[config.mk]
export PLATFORM = sky130hd
export DESIGN_NAME = swp_cell
export DESIGN_NICKNAME = d
export VERILOG_FILES = /design/src/rtl/core/swp_pkg.sv /design/src/rtl/core/swp_cell.sv
export SDC_FILE = /design/constraint.sdc
export NUM_CORES = 1
export LEC_CHECK = 0
export ABC_AREA = 1
export BUFFER_PORTS_ARGS = -buffer_cell sky130_fd_sc_hd__buf_4
export CAP_MARGIN = 10
export CORE_AREA = 8 8 277 279
export DETAILED_ROUTE_END_ITERATION = 6
export DIE_AREA = 0 0 285 287
export HOLD_SLACK_MARGIN = 0.08
export SYNTH_ARGS = -nofsm -noshare
export SYNTH_HDL_FRONTEND = slang
export SYNTH_SLANG_ARGS = --single-unit
export TNS_END_PERCENT = 5
[constraint.sdc]
create_clock -name clk -period 5.5 [get_ports clk]
set_input_delay 0.825 -clock clk [delete_from_list [all_inputs] [get_ports clk]]
set_output_delay 0.825 -clock clk [all_outputs]
set_load 0.1 [all_outputs]
[src/rtl/core/swp_pkg.sv]
// package: types and constants for the sliding-window percentile core
`timescale 1ns / 1ps
package swp_pkg;
  localparam int WINDOW_MAX   = 128;
  localparam int LATENCY_BITS = 32;
  localparam int CNT_BITS     = $clog2(WINDOW_MAX + 1);
  localparam int NUM_FIELDS   = 4;

  typedef logic [LATENCY_BITS-1:0] lat_t;
  typedef logic [CNT_BITS-1:0]     cnt_t;

  typedef struct packed {
    lat_t pre_latency;
    lat_t infer_latency;
    lat_t post_latency;
    lat_t total_latency;
  } in_item_t;

  typedef struct packed {
    lat_t pre_median;
    lat_t pre_p99;
    lat_t infer_median;
    lat_t infer_p99;
    lat_t post_median;
    lat_t post_p99;
    lat_t total_median;
    lat_t total_p99;
    logic [7:0] sample_count;
  } out_item_t;

  // one sample of four fields held in one cell
  typedef struct packed {
    lat_t [NUM_FIELDS-1:0] lat;
  } smp_t;

  // control broadcast to every cell
  typedef struct packed {
    logic load;     // capture new sample, shift age chain
    logic scan;     // shift rank chain one step
    smp_t  data;    // new sample
    cnt_t  count;   // entries valid after insert
  } cell_ctl_t;

  typedef enum logic [1:0] {ST_IDLE, ST_SCAN, ST_OUT} state_t;
endpackage

[src/rtl/core/swp_cell.sv]
// one cell: holds one sample in age order and counts smaller and equal held values
`timescale 1ns / 1ps
module swp_cell (
  input  logic              clk,
  input  swp_pkg::cell_ctl_t ctl,
  input  logic [swp_pkg::CNT_BITS-1:0] idx,
  input  swp_pkg::smp_t     prev_smp,
  input  swp_pkg::smp_t     scan_in,
  output swp_pkg::smp_t     smp,
  output swp_pkg::smp_t     scan_out,
  output logic [swp_pkg::NUM_FIELDS-1:0][swp_pkg::CNT_BITS-1:0] less_cnt,
  output logic [swp_pkg::NUM_FIELDS-1:0][swp_pkg::CNT_BITS-1:0] eq_before
);
  swp_pkg::smp_t smp_r, scan_r;
  logic [swp_pkg::NUM_FIELDS-1:0][swp_pkg::CNT_BITS-1:0] less_r, eqb_r;
  logic active;

  assign active = idx < ctl.count;

  // age chain: cell 0 takes the new sample, others take their neighbor
  always_ff @(posedge clk) begin
    if (ctl.load) begin
      smp_r  <= (idx == '0) ? ctl.data : prev_smp;
      scan_r <= (idx == '0) ? ctl.data : prev_smp;
      less_r <= '0;
      eqb_r  <= '0;
    end else if (ctl.scan) begin
      // compare own value to the value passing by on the rotating chain
      scan_r <= scan_in;
      for (int f = 0; f < swp_pkg::NUM_FIELDS; f++) begin
        if (active && scan_in.lat[f] < smp_r.lat[f])
          less_r[f] <= less_r[f] + 1'b1;
        if (active && scan_in.lat[f] == smp_r.lat[f])
          eqb_r[f] <= eqb_r[f] + 1'b1;
      end
    end
  end

  assign smp       = smp_r;
  assign scan_out  = scan_r;
  assign less_cnt  = less_r;
  assign eq_before = eqb_r;
endmodule

==> impl_metrics.py <==
metrics = {
    "status": {
        "status": "complete, no violations",
    },
    "cells_and_area": {
        "layoutNonFillerInstCount": 3976,
        "area.growth.synth_to_final_pct": 40.1,
        "fraction_of_layout_cells_with_a_size_suffix_above_1_pct": 30.9,
        "final_design_area_no_fill_sq_um": 26600,
        "net_total_in_the_final_layout": 3529,
    },
    "critical_path": {
        "worst-path-buf-inv": 2,
        "critical_path.reg2reg.startpoint": "smp[62]",
        "r2r_slack_ns": 3.11,
        "endpoint": "scan_out[96]",
        "cp.required_ns": 5.89,
        "r2r-end": "less_cnt[10]",
        "cp_cell_sequence": "buf_4, nor4_1, and2_4, buf_12, nand2_1, o21ai_1, nand2_1, o21ai_1",
        "critical_path_arrival_ns": 3.05,
        "critical_path.endpoint_type": "register",
        "timing.critical_path.depth": 8,
        "timing_worst_setup_path_type": "primary input to register",
        "worst-r2r-cell-count": 11,
        "setup.worst_path.start": "idx[0]",
        "cpPeakStageDelay_ns": 0.82,
        "crit_family": "simple AND/OR/NAND/NOR gates",
        "element_type_at_the_critical_path_start": "primary input",
        "timing.critical_path.fanout_max": 64,
        "cpMaxStageDelayCell": "sky130_fd_sc_hd__and2_4",
    },
    "grt": {
        "first_pass_grt_wire_length_um": 103000,
        "grt_antenna_before_repair": 1,
        "grt_pass1_vias": 16500,
        "pin_count_of_the_biggest_net_entering_global_routing": 161,
        "groute.usage.overall_pct": 16.3,
        "globalRoute.totalOverflow": 0,
    },
    "detailed_routing": {
        "dr_vias": 17000,
        "drt_iter0_markers": 819,
        "avgRoutedWirePerCell_um": 17.7,
        "detail_route.drc_violations": 0,
        "via_per_inst": 4.27,
        "postRouteAntennaNets": 0,
        "drt-total-wl_um": 70500,
        "drt_pass1_iterations": 5,
    },
    "placement": {
        "port-buffer-count": 722,
        "number_of_instances_in_the_placed_design": 3899,
        "globalplace.congestion": 0.872,
        "hpwl_um": 56600,
        "post_dp_cell_area_sq_um": 25200,
    },
    "synthesis": {
        "ys_ff_latch": 320,
        "synth.mux.area_fraction_pct": 0,
        "synth_compound_gate_area_share_pct": 8.94,
        "synthesis.area_per_instance_sq_um": 8.31,
        "main_combinational_cell_family_by_area_after_synthesis": "simple AND/OR/NAND/NOR gates",
        "seq_area_frac_synth_pct": 47.3,
        "yosys.area_share.adder_pct": 9.44,
        "synth.yosys.warnings": 0,
        "netlist-cell-type-count": 35,
        "synthesis.area_sq_um": 19000,
        "synthSimpleGateAreaFrac_pct": 22.6,
        "syn-num-nets": 2826,
        "postSynthCellCount": 2280,
        "xor_xnor_share_of_the_synthesized_area_pct": 0.370,
    },
    "sta": {
        "finClkSkew_ns": 0.0175,
        "setup_viol_count_final": 0,
        "fmax_mhz": 376,
        "layout_worst_path_cycle_share_pct": 48.4,
        "final-max-slew-violation-count": 0,
        "tightest_slew_ns": 0.980,
        "fin_setup_tns_ns": 0,
        "report.final.hold_viol_count": 0,
        "max-slew-margin-rel_pct": 34.6,
        "grt_setup_unrepaired": "no",
        "timing.final.crit_period_ns": 2.66,
    },
    "cts": {
        "cts_resized": 0,
        "cts_max_level": 2,
        "cts_inserted_buffers": 41,
        "clock_tree.root_cell": "sky130_fd_sc_hd__clkbuf_16",
        "worstSkewPairLatency_ns": 0.55,
        "number_of_clock_sinks_seen_by_cts": 320,
        "max-clock-path-buffers": 3,
        "cts_tree": "yes",
        "post-cts-setup-buffers": 0,
        "cts_hold_repair.buffers": 0,
        "cts.reportedPaths.clkPinSlew_ns": 0.06,
    },
    "run": {
        "maxCapViolations": 0,
    },
    "floorplan": {
        "design.portCount": 723,
        "die_width_um": 285,
        "die_height_um": 287,
        "fp-row-count": 99,
        "floorplan.core_area_sq_um": 72300,
        "floorplan.initialDensity_pct": 26.2,
        "dieArea_sq_um": 81800,
    },
    "power": {
        "pwr_density_cell_nw_per_um2": 311,
        "post-layout-total-power_uw": 8270,
        "power.ir.vdd_worst_uv": 207,
        "leakage_uw": 0.0133,
    },
    "hold_path": {
        "hold_path_class": "register to register",
        "hold_path.startpoint": "eq_before[31]",
    },
}
-- power breakdown --
group	switching (uW)	total (uW)	internal [uW]
clock network	1070	2660	1590
logic	2030	2670	642
registers	95.6	2930	2840
total	3200	8270	5070
-- cells in the final DEF, fill, tap and decap left out, types with 5 or more instances in the layout --
master,instances
sky130_fd_sc_hd__a21oi_1,75
sky130_fd_sc_hd__buf_4,732
sky130_fd_sc_hd__clkbuf_1,15
sky130_fd_sc_hd__clkbuf_16,43
sky130_fd_sc_hd__clkinv_1,6
sky130_fd_sc_hd__dfxtp_1,64
sky130_fd_sc_hd__edfxtp_1,256
sky130_fd_sc_hd__ha_1,143
sky130_fd_sc_hd__inv_1,431
sky130_fd_sc_hd__nand2_1,791
sky130_fd_sc_hd__nand3_1,60
sky130_fd_sc_hd__nand4_1,56
sky130_fd_sc_hd__nor2_1,110
sky130_fd_sc_hd__nor3_1,23
sky130_fd_sc_hd__o21a_1,5
sky130_fd_sc_hd__o21ai_0,26
sky130_fd_sc_hd__o21ai_2,124
sky130_fd_sc_hd__xnor2_1,6
-- tightest hold or removal path: stages (launching register included) --
cell                      delay, ns
sky130_fd_sc_hd__dfxtp_1       0.33
sky130_fd_sc_hd__nand2_1       0.07
sky130_fd_sc_hd__a21oi_1       0.05
-- cells in the mapped netlist --
master	count	area, sq um
sky130_fd_sc_hd__buf_4	11	82.6
sky130_fd_sc_hd__a21o_1	1	7.51
sky130_fd_sc_hd__nand4_1	56	350
sky130_fd_sc_hd__and3_1	1	6.26
sky130_fd_sc_hd__nor3b_1	1	7.51
sky130_fd_sc_hd__edfxtp_1	256	7690
sky130_fd_sc_hd__buf_1	17	63.8
sky130_fd_sc_hd__nand3_1	60	300
sky130_fd_sc_hd__o21ai_0	26	130
sky130_fd_sc_hd__nand2_2	3	18.8
sky130_fd_sc_hd__nand2_4	1	11.3
sky130_fd_sc_hd__inv_1	431	1620
sky130_fd_sc_hd__nor3_1	23	115
sky130_fd_sc_hd__nand2_1	792	2970
sky130_fd_sc_hd__nor4_1	2	12.5
sky130_fd_sc_hd__xor2_1	2	17.5
sky130_fd_sc_hd__o21ai_1	4	20.0
sky130_fd_sc_hd__a21oi_1	75	375
sky130_fd_sc_hd__nor2_4	4	45.0
sky130_fd_sc_hd__o21bai_1	2	15.0
sky130_fd_sc_hd__ha_1	143	1790
sky130_fd_sc_hd__xnor2_1	6	52.6
sky130_fd_sc_hd__buf_2	7	35.0
sky130_fd_sc_hd__dfxtp_1	64	1280
sky130_fd_sc_hd__o21ai_2	124	1090
sky130_fd_sc_hd__buf_8	1	15.0
sky130_fd_sc_hd__clkbuf_1	19	71.3
sky130_fd_sc_hd__and2_1	1	6.26
sky130_fd_sc_hd__inv_2	4	15.0
sky130_fd_sc_hd__buf_6	22	248
sky130_fd_sc_hd__a211oi_1	3	22.5
sky130_fd_sc_hd__clkinv_1	1	3.75
sky130_fd_sc_hd__nor3_2	2	20.0
sky130_fd_sc_hd__o21a_1	5	37.5
sky130_fd_sc_hd__nor2_1	110	413
-- metrics by stage --
step | util, % | setup WS (ns) | hold slack (ns)
global route | 36.7 | 2.65 | 0.520
CTS | 36.7 | 2.84 | 0.499
finish | 36.7 | 2.84 | 0.495
floorplan | - | 0.841 | 0.920
global placement | 34.9 | 2.25 | 0.483
detailed placement | 34.9 | 2.22 | 0.489
-- layer usage --
| metal | track usage, % | share of wire (%) | vias up |
|---|---|---|---|
| li1 | - | - | 8652 |
| met1 | 18.4 | 39 | 7651 |
| met2 | 28.4 | 49 | 574 |
| met3 | 5.34 | 8.4 | 116 |
| met4 | 6.18 | 3.9 | 0 |
| met5 | 0 | 0 | - |
-- cell families after synthesis --
logic type	after synthesis
simple gates	1056
xor+xnor	8
flops	320
compound gates	240
buf+inv	513
fa+ha+maj	143
-- state kept, by name, indices dropped and copies added (netlist names) --
signal / count
eq_before: 32
less_cnt: 32
scan_out: 128
smp: 128
-- worst min-delay path by stage --
stage                     depth (start not counted)             to  slack [ns]
final                                             2  eq_before[31]        0.50
after floorplan                                   2   eq_before[7]        0.92
after CTS                                         2  eq_before[31]        0.50
after global routing                              3   scan_out[29]        0.52
after global placement                            2   eq_before[7]        0.48
after detailed placement                          2  eq_before[31]        0.49
-- cell type report --
cell class | instances | area [sq um]
antenna | 1 | 2.50
clock buffer | 59 | 1150
clock inverter | 17 | 164
fill | 7473 | 45800
inverter | 436 | 1640
multi-input combinational | 1447 | 7840
sequential | 320 | 8970
tap | 959 | 1200
timing repair buffer | 737 | 5590
No activity file was read; power rests on OpenSTA's default activity.
